`src/maf_pkg.sv`:
```
`timescale 1ns / 1ps
`default_nettype none
// ----------------------------------------------------------------------------
// maf_pkg
// Shared constants and types for the moving average filter.
// ----------------------------------------------------------------------------
package maf_pkg;

    localparam int SAMPLE_BITS = 16;
    localparam int WINDOW_MAX  = 64;
    localparam int LEN_BITS    = 7;
    localparam int SLOT_BITS   = 6;
    localparam int SUM_BITS    = 23;
    localparam int MAG_BITS    = 22;
    localparam int ITER_BITS   = 5;
    localparam int QUEUE_DEPTH = 2;

    localparam logic [LEN_BITS-1:0] WINDOW_RESET = LEN_BITS'(8);

    typedef logic signed [SAMPLE_BITS-1:0] sample_t;
    typedef logic signed [SUM_BITS-1:0]    sum_t;
    typedef logic [LEN_BITS-1:0]           len_t;

    // Request from the accumulator to the divider.
    typedef struct packed {
        logic start;
        sum_t sum;
        len_t len;
    } div_req_t;

    function automatic len_t effective_len(input len_t raw);
        len_t res;
        if (raw == '0) begin
            res = LEN_BITS'(1);
        end else if (raw > LEN_BITS'(WINDOW_MAX)) begin
            res = LEN_BITS'(WINDOW_MAX);
        end else begin
            res = raw;
        end
        return res;
    endfunction

endpackage
`default_nettype wire

```
`src/maf_queue.sv`:
```
`timescale 1ns / 1ps
`default_nettype none
// ----------------------------------------------------------------------------
// maf_queue
// Two-entry sample queue that decouples the input channel from the
// accumulator.
// ----------------------------------------------------------------------------
module maf_queue (
    input  wire                 aclk,
    input  wire                 aresetn,
    input  wire                 s_valid,
    output logic                s_ready,
    input  wire maf_pkg::sample_t s_sample,
    output logic                q_valid,
    output maf_pkg::sample_t    q_sample,
    input  wire                 q_pop
);

    maf_pkg::sample_t mem_reg [maf_pkg::QUEUE_DEPTH];
    logic       wr_ptr_reg, wr_ptr_next;
    logic       rd_ptr_reg, rd_ptr_next;
    logic [1:0] count_reg, count_next;
    logic       push;
    logic       pop;

    assign s_ready  = (count_reg != 2'(maf_pkg::QUEUE_DEPTH));
    assign q_valid  = (count_reg != 2'd0);
    assign q_sample = mem_reg[rd_ptr_reg];
    assign push     = s_valid && s_ready;
    assign pop      = q_pop && q_valid;

    always_comb begin
        wr_ptr_next = push ? ~wr_ptr_reg : wr_ptr_reg;
        rd_ptr_next = pop ? ~rd_ptr_reg : rd_ptr_reg;
        count_next  = count_reg;
        if (push && !pop) begin
            count_next = count_reg + 2'd1;
        end else if (pop && !push) begin
            count_next = count_reg - 2'd1;
        end
    end

    always_ff @(posedge aclk) begin
        if (!aresetn) begin
            wr_ptr_reg <= 1'b0;
            rd_ptr_reg <= 1'b0;
            count_reg  <= 2'd0;
        end else begin
            wr_ptr_reg <= wr_ptr_next;
            rd_ptr_reg <= rd_ptr_next;
            count_reg  <= count_next;
        end
    end

    always_ff @(posedge aclk) begin
        if (push) begin
            mem_reg[wr_ptr_reg] <= s_sample;
        end
    end

endmodule
`default_nettype wire

```
`src/maf_accum.sv`:
```
`timescale 1ns / 1ps
`default_nettype none
// ----------------------------------------------------------------------------
// maf_accum
// Sample ring and running sum. Each sample is added to the window, replacing the
// oldest one once it is full, and a division request is issued whenever the window is full.
// ----------------------------------------------------------------------------
module maf_accum (
    input  wire                   aclk,
    input  wire                   aresetn,
    input  wire                   restart,
    input  wire maf_pkg::len_t    len,
    input  wire                   q_valid,
    input  wire maf_pkg::sample_t q_sample,
    output logic                  q_pop,
    input  wire                   div_ready,
    output maf_pkg::div_req_t     div_req
);

    localparam logic ST_IDLE = 1'b0;
    localparam logic ST_UPD  = 1'b1;

    maf_pkg::sample_t ring_mem [maf_pkg::WINDOW_MAX];

    logic                               state_reg, state_next;
    maf_pkg::sum_t                      sum_reg, sum_next;
    logic [maf_pkg::LEN_BITS-1:0]       fill_reg, fill_next;
    logic [maf_pkg::SLOT_BITS-1:0]      wslot_reg, wslot_next;
    logic [maf_pkg::SLOT_BITS-1:0]      cur_slot_reg, cur_slot_next;
    maf_pkg::sample_t                   x_reg, x_next;
    maf_pkg::sample_t                   old_reg;
    logic [maf_pkg::SLOT_BITS-1:0]      slot_sel;
    logic [maf_pkg::LEN_BITS-1:0]       slot_inc;
    logic                               full;
    logic                               take;
    maf_pkg::sum_t                      sum_sub;

    assign slot_sel = ({1'b0, wslot_reg} >= len) ? '0 : wslot_reg;
    assign slot_inc = {1'b0, cur_slot_reg} + maf_pkg::LEN_BITS'(1);
    assign full     = (fill_reg >= len);
    assign take     = (state_reg == ST_IDLE) && q_valid && div_ready;
    assign q_pop    = take;
    assign sum_sub  = full ? (sum_reg - maf_pkg::sum_t'(old_reg)) : sum_reg;

    always_comb begin
        state_next    = state_reg;
        sum_next      = sum_reg;
        fill_next     = fill_reg;
        wslot_next    = wslot_reg;
        cur_slot_next = cur_slot_reg;
        x_next        = x_reg;
        div_req.start = 1'b0;
        div_req.sum   = '0;
        div_req.len   = len;
        unique case (state_reg)
            ST_IDLE: begin
                if (take) begin
                    x_next        = q_sample;
                    cur_slot_next = slot_sel;
                    state_next    = ST_UPD;
                end
            end
            ST_UPD: begin
                sum_next   = sum_sub + maf_pkg::sum_t'(x_reg);
                fill_next  = full ? len : fill_reg + maf_pkg::LEN_BITS'(1);
                wslot_next = (slot_inc >= len) ? '0 : slot_inc[maf_pkg::SLOT_BITS-1:0];
                div_req.start = (fill_next >= len);
                div_req.sum   = sum_next;
                state_next    = ST_IDLE;
            end
            default: begin
                state_next = ST_IDLE;
            end
        endcase
        if (restart) begin
            sum_next   = '0;
            fill_next  = '0;
            wslot_next = '0;
        end
    end

    always_ff @(posedge aclk) begin
        if (!aresetn) begin
            state_reg <= ST_IDLE;
            sum_reg   <= '0;
            fill_reg  <= '0;
            wslot_reg <= '0;
        end else begin
            state_reg <= state_next;
            sum_reg   <= sum_next;
            fill_reg  <= fill_next;
            wslot_reg <= wslot_next;
        end
    end

    always_ff @(posedge aclk) begin
        cur_slot_reg <= cur_slot_next;
        x_reg        <= x_next;
    end

    always_ff @(posedge aclk) begin
        if (take) begin
            old_reg <= ring_mem[slot_sel];
        end
        if (state_reg == ST_UPD) begin
            ring_mem[cur_slot_reg] <= x_reg;
        end
    end

endmodule
`default_nettype wire

```
`src/maf_div.sv`:
```
`timescale 1ns / 1ps
`default_nettype none
// ----------------------------------------------------------------------------
// maf_div
// Serial signed divider, one quotient bit per cycle, truncating toward zero,
// with an output register on the result channel.
// ----------------------------------------------------------------------------
module maf_div (
    input  wire                    aclk,
    input  wire                    aresetn,
    input  wire maf_pkg::div_req_t div_req,
    output logic                   div_ready,
    output logic                   m_valid,
    input  wire                    m_ready,
    output maf_pkg::sample_t       m_mean
);

    localparam logic [1:0] ST_IDLE = 2'd0;
    localparam logic [1:0] ST_RUN  = 2'd1;
    localparam logic [1:0] ST_DONE = 2'd2;

    logic [1:0]                      state_reg, state_next;
    logic [maf_pkg::ITER_BITS-1:0]   cnt_reg, cnt_next;
    logic [maf_pkg::MAG_BITS-1:0]    quo_reg, quo_next;
    logic [maf_pkg::LEN_BITS-1:0]    rem_reg, rem_next;
    logic [maf_pkg::LEN_BITS-1:0]    den_reg, den_next;
    logic                            neg_reg, neg_next;
    logic                            out_valid_reg, out_valid_next;
    maf_pkg::sample_t                mean_reg, mean_next;
    maf_pkg::sum_t                   sum_abs;
    logic [maf_pkg::LEN_BITS:0]      rem_sh;
    logic [maf_pkg::LEN_BITS:0]      rem_diff;
    logic                            ge;
    logic [maf_pkg::MAG_BITS-1:0]    quo_signed;

    assign div_ready = (state_reg == ST_IDLE);
    assign m_valid   = out_valid_reg;
    assign m_mean    = mean_reg;

    assign sum_abs    = div_req.sum[maf_pkg::SUM_BITS-1] ? -div_req.sum : div_req.sum;
    assign rem_sh     = {rem_reg, quo_reg[maf_pkg::MAG_BITS-1]};
    assign rem_diff   = rem_sh - {1'b0, den_reg};
    assign ge         = (rem_sh >= {1'b0, den_reg});
    assign quo_signed = neg_reg ? -quo_reg : quo_reg;

    always_comb begin
        state_next     = state_reg;
        cnt_next       = cnt_reg;
        quo_next       = quo_reg;
        rem_next       = rem_reg;
        den_next       = den_reg;
        neg_next       = neg_reg;
        mean_next      = mean_reg;
        out_valid_next = out_valid_reg && !m_ready;
        unique case (state_reg)
            ST_IDLE: begin
                if (div_req.start) begin
                    quo_next   = sum_abs[maf_pkg::MAG_BITS-1:0];
                    rem_next   = '0;
                    den_next   = div_req.len;
                    neg_next   = div_req.sum[maf_pkg::SUM_BITS-1];
                    cnt_next   = '0;
                    state_next = ST_RUN;
                end
            end
            ST_RUN: begin
                quo_next = {quo_reg[maf_pkg::MAG_BITS-2:0], ge};
                rem_next = ge ? rem_diff[maf_pkg::LEN_BITS-1:0]
                              : rem_sh[maf_pkg::LEN_BITS-1:0];
                cnt_next = cnt_reg + maf_pkg::ITER_BITS'(1);
                if (cnt_reg == maf_pkg::ITER_BITS'(maf_pkg::MAG_BITS - 1)) begin
                    state_next = ST_DONE;
                end
            end
            ST_DONE: begin
                if (!out_valid_reg || m_ready) begin
                    mean_next      = quo_signed[maf_pkg::SAMPLE_BITS-1:0];
                    out_valid_next = 1'b1;
                    state_next     = ST_IDLE;
                end
            end
            default: begin
                state_next = ST_IDLE;
            end
        endcase
    end

    always_ff @(posedge aclk) begin
        if (!aresetn) begin
            state_reg     <= ST_IDLE;
            out_valid_reg <= 1'b0;
        end else begin
            state_reg     <= state_next;
            out_valid_reg <= out_valid_next;
        end
    end

    always_ff @(posedge aclk) begin
        cnt_reg  <= cnt_next;
        quo_reg  <= quo_next;
        rem_reg  <= rem_next;
        den_reg  <= den_next;
        neg_reg  <= neg_next;
        mean_reg <= mean_next;
    end

endmodule
`default_nettype wire

```
`src/moving_average_filter.sv`:
```
`timescale 1ns / 1ps
`default_nettype none
// ----------------------------------------------------------------------------
// moving_average_filter
// Simple moving average of signed 16-bit samples over a configurable window.
//
// Samples arrive as valid/ready transactions on the s_ channel. From the sample
// that fills the window to window_len samples on, each sample produces one mean
// transaction on the m_ channel; the samples before it produce none.
// A window length of zero acts as one and lengths above 64 act as 64. Writing
// cfg_wr_data with cfg_wr_en restarts the window; the user must do this only
// while idle, as the block does not enforce it. A sample enters a two-entry
// queue; the accumulator takes it when the divider is free. The serial divider
// produces one quotient bit per cycle over 22 bits. A stalled receiver holds
// the mean in the output register while the divider and the queue go on; once
// both are full, s_ready falls.
// After reset the window length is 8 and the window is empty.
// ----------------------------------------------------------------------------
module moving_average_filter (
    input  wire                   aclk,
    input  wire                   aresetn,
    input  wire                   cfg_wr_en,
    input  wire maf_pkg::len_t    cfg_wr_data,
    input  wire                   s_valid,
    output logic                  s_ready,
    input  wire maf_pkg::sample_t s_sample,
    output logic                  m_valid,
    input  wire                   m_ready,
    output maf_pkg::sample_t      m_mean
);

    maf_pkg::len_t     window_len_reg;
    maf_pkg::len_t     len_eff;
    logic              q_valid;
    maf_pkg::sample_t  q_sample;
    logic              q_pop;
    logic              div_ready;
    maf_pkg::div_req_t div_req;

    assign len_eff = maf_pkg::effective_len(window_len_reg);

    always_ff @(posedge aclk) begin
        if (!aresetn) begin
            window_len_reg <= maf_pkg::WINDOW_RESET;
        end else if (cfg_wr_en) begin
            window_len_reg <= cfg_wr_data;
        end
    end

    maf_queue u_queue (
        .aclk     (aclk),
        .aresetn  (aresetn),
        .s_valid  (s_valid),
        .s_ready  (s_ready),
        .s_sample (s_sample),
        .q_valid  (q_valid),
        .q_sample (q_sample),
        .q_pop    (q_pop)
    );

    maf_accum u_accum (
        .aclk      (aclk),
        .aresetn   (aresetn),
        .restart   (cfg_wr_en),
        .len       (len_eff),
        .q_valid   (q_valid),
        .q_sample  (q_sample),
        .q_pop     (q_pop),
        .div_ready (div_ready),
        .div_req   (div_req)
    );

    maf_div u_div (
        .aclk      (aclk),
        .aresetn   (aresetn),
        .div_req   (div_req),
        .div_ready (div_ready),
        .m_valid   (m_valid),
        .m_ready   (m_ready),
        .m_mean    (m_mean)
    );

endmodule
`default_nettype wire

```
`config.mk`:
```
export PLATFORM = sky130hd
export DESIGN_NAME = moving_average_filter
export DESIGN_NICKNAME = d
export VERILOG_FILES = /design/src/maf_pkg.sv /design/src/maf_queue.sv /design/src/maf_accum.sv /design/src/maf_div.sv /design/src/moving_average_filter.sv
export SDC_FILE = /design/constraint.sdc
export NUM_CORES = 2
export LEC_CHECK = 0
export ABC_AREA = 1
export BUFFER_PORTS_ARGS = -buffer_cell sky130_fd_sc_hd__buf_2
export CAP_MARGIN = 5
export CORE_UTILIZATION = 25
export CTS_BUF_LIST = sky130_fd_sc_hd__clkbuf_8
export DETAILED_ROUTE_END_ITERATION = 16
export GPL_TIMING_DRIVEN = 0
export PLACE_DENSITY = 0.48
export SETUP_SLACK_MARGIN = 0.05
export SLEW_MARGIN = 15
export SYNTH_ARGS = -nofsm -noshare
export SYNTH_HDL_FRONTEND = slang
export SYNTH_SLANG_ARGS = --single-unit
```
`constraint.sdc`:
```
create_clock -name aclk -period 11.6 [get_ports aclk]
set_input_delay 2.9 -clock aclk [delete_from_list [all_inputs] [get_ports aclk]]
set_output_delay 2.9 -clock aclk [all_outputs]
set_load 0.01 [all_outputs]
```
==> flow_summary.toml <==
[run_status]
status = "completed"

[setup_path]
cp_common_cell = "nand2_1"
rr_startpoint = "window_len_reg[2]"
reg2reg_slack_ns = 4.88
cp.arrival_ns = 7.37
cpMaxStageDelayCell = "o21ai_0"
cp_max_fo = 10
setup.worst_path.start = "window_len_reg[2]"
cp.buffers_inverters = 6
cpLargestDelayFamily = "simple AND/OR/NAND/NOR gates"
slowest_delay_ns = 0.85
crit_type = "flip-flop to flip-flop"
cp-end-kind = "flip-flop"
crit_required_ns = 12.25
start_kind = "flip-flop"

[floorplanning]
dieArea_sq_um = 214000
boundaryPins = 46
die_w_um = 463
initial_core_util = 0.252
num_rows = 168
die_h_um = 463
core_sq_um = 210000

[finish]
fillers = 21900
stdcell_area_sq_um = 62400
layout_commonest_cell = "nand2_1"
drive_above_1_share = 0.106
fin_nets = 5518
area_delta_synth_final_pct = 17.5
most-common-layout-cells = "nand2_1 (1272), edfxtp_1 (1152), nor2_1 (669)"
largest_reg_flops = 1024
layoutNonFillerInstCount = 8363

[drt]
drc = 0
vias = 38300
first_iter_violations = 3684
ant_nets = 0
post_drt_wl_per_cell_um = 20.6
wl_mm = 172
drt_pre_antenna_iters = 5
detail_route.vias_per_cell = 4.57

[synth]
synth-seq-cells = 1203
synthAdderAreaFrac = 0.0219
synth_edf_count = 1152
syn_nets = 5167
yosys.area_share.simple = 0.204
synth.distinct_cells = 45
synth_compound_area_frac = 0.0553
syn_area_per_cell_sq_um = 10.5
synth_xor_area_frac = 0.00693
synth_warnings = 0
synthMuxAreaShare = 0
synth_top_family_by_area = "simple AND/OR/NAND/NOR gates"
dominantRegCellSynth = "edfxtp_1"
netlist_area_sq_um = 53100
netlist_instances = 5048
synthArstFlopShare = 0
ys_seq_area_frac = 0.671

[cts]
cts_buffers = 204
cts_tree = "done"
clk_pin_slew_worst_paths_ns = 0.06
cts_hold_buf = 0
postCtsSetupBuffers = 0
post_cts_resized = 0
clk_latency_ns = 0.95
cts.sinks = 1203
root_buffer = "clkbuf_8"
max-clock-path-buffers = 3
htreeDepth = 4

[global_route]
antenna_found_initial = 7
grt-ovfl-total = 0
grt_pass1_vias = 37300
track_usage = 0.157
grt_max_degree = 35
grt_pass1_wl_mm = 250

[sta]
rsz0062_at_grt = "no"
setup_violations = 0
max_slew.worst_pin.slew_ns = 1.34
fmax_mhz = 149
tns_ns = 0
min_period_ns = 6.72
max_slew_margin = 0.104
finalHoldViolCount = 0
timing.final.crit_share = 0.579
drv_slew = 0
finalClockSkew_ns = 0.0828

[flow_run]
drv_cap = 0

[hold_path]
min_path_type = "flip-flop to flip-flop"
hp-start = "window_len_reg[3]"

[power_and_ir_drop]
p_per_area_nw_per_um2 = 220
ir_drop_mv = 0.130
power_leakage_nw = 23.8

[placed_design]
portBuffers = 45
place.gp.congestion = 0.941
dp.cells = 7997
dpl_cell_area_sq_um = 58600
post-dp-hpwl_mm = 127
synth_stat cells (all sizes together) (10+ instances only):
cell / count / area share
o21ai: 375 / 0.035
nand4: 27 / 0.0032
clkbuf: 115 / 0.0081
xnor2: 10 / 0.0017
nor2: 740 / 0.053
a21oi: 105 / 0.010
nor3: 11 / 0.0010
dfxtp: 51 / 0.019
xor2: 32 / 0.0053
ha: 88 / 0.021
or2: 10 / 0.0012
inv: 262 / 0.019
nand3: 569 / 0.054
edfxtp: 1152 / 0.65
o211ai: 51 / 0.0072
nand2: 1274 / 0.090
buf: 136 / 0.014
per-stage QoR:
stage	power [mW]	setup WS [ns]	hold WS [ns]	util
final	13.7	4.88	0.485	0.297
after floorplan	8.13	6.94	0.451	-
after global routing	14.4	4.33	0.506	0.297
after global placement	9.74	5.00	0.465	0.270
after CTS	13.8	4.92	0.482	0.296
after detailed placement	10.2	4.95	0.472	0.279
where the power goes:
part	total, mW	leakage [nW]	internal, mW	switching [mW]
clock	3.54	2.12	1.73	1.82
combinational	4.27	10.9	1.31	2.95
sequential	5.88	10.8	5.63	0.247
kinds of logic (layout without fill, tap and decap cells):
kind of cell    count (synthesis)  count (layout)
compound gates                551             551
buf+inv                       516            1021
flops                        1203            1203
simple gates                 2645            2645
fa+ha+maj                      91              91
xor+xnor                       42              42
other cells                     0               5
per-layer routing:
layer / vias up / global-route usage / routed length, um
met5: - / 0 / 0
li1: 18100 / - / -
met2: 1264 / 0.253 / 79000
met4: 0 / 0.0504 / 5330
met3: 280 / 0.0256 / 10900
met1: 18600 / 0.215 / 76900
worst paths after layout:
check / cells after the start / endpoint
worst max register to register: 31 / u_div.quo_reg[12]
worst min-delay path: 2 / window_len_reg[3]
worst min register to register: 2 / window_len_reg[3]
worst max-delay path: 31 / u_div.quo_reg[12]
worst min-delay path, stage by stage, from the launching register on:
cell and delay (ns):
dfxtp_1 0.31, inv_1 0.06, o21ai_0 0.06
layout make-up:
type	count	area [sq um]	share of cell area
diodes	5	12.5	0.000201
plain buffers	251	1170	0.0188
clock buffers	208	2860	0.0459
clock inverters	152	813	0.0130
inverters	265	997	0.0160
multi-input cells	3329	15500	0.248
flip-flops and latches	1203	35600	0.571
well taps	2805	3510	0.0563
repair buffers	145	1920	0.0307
(Power assumes the default switching activity.)
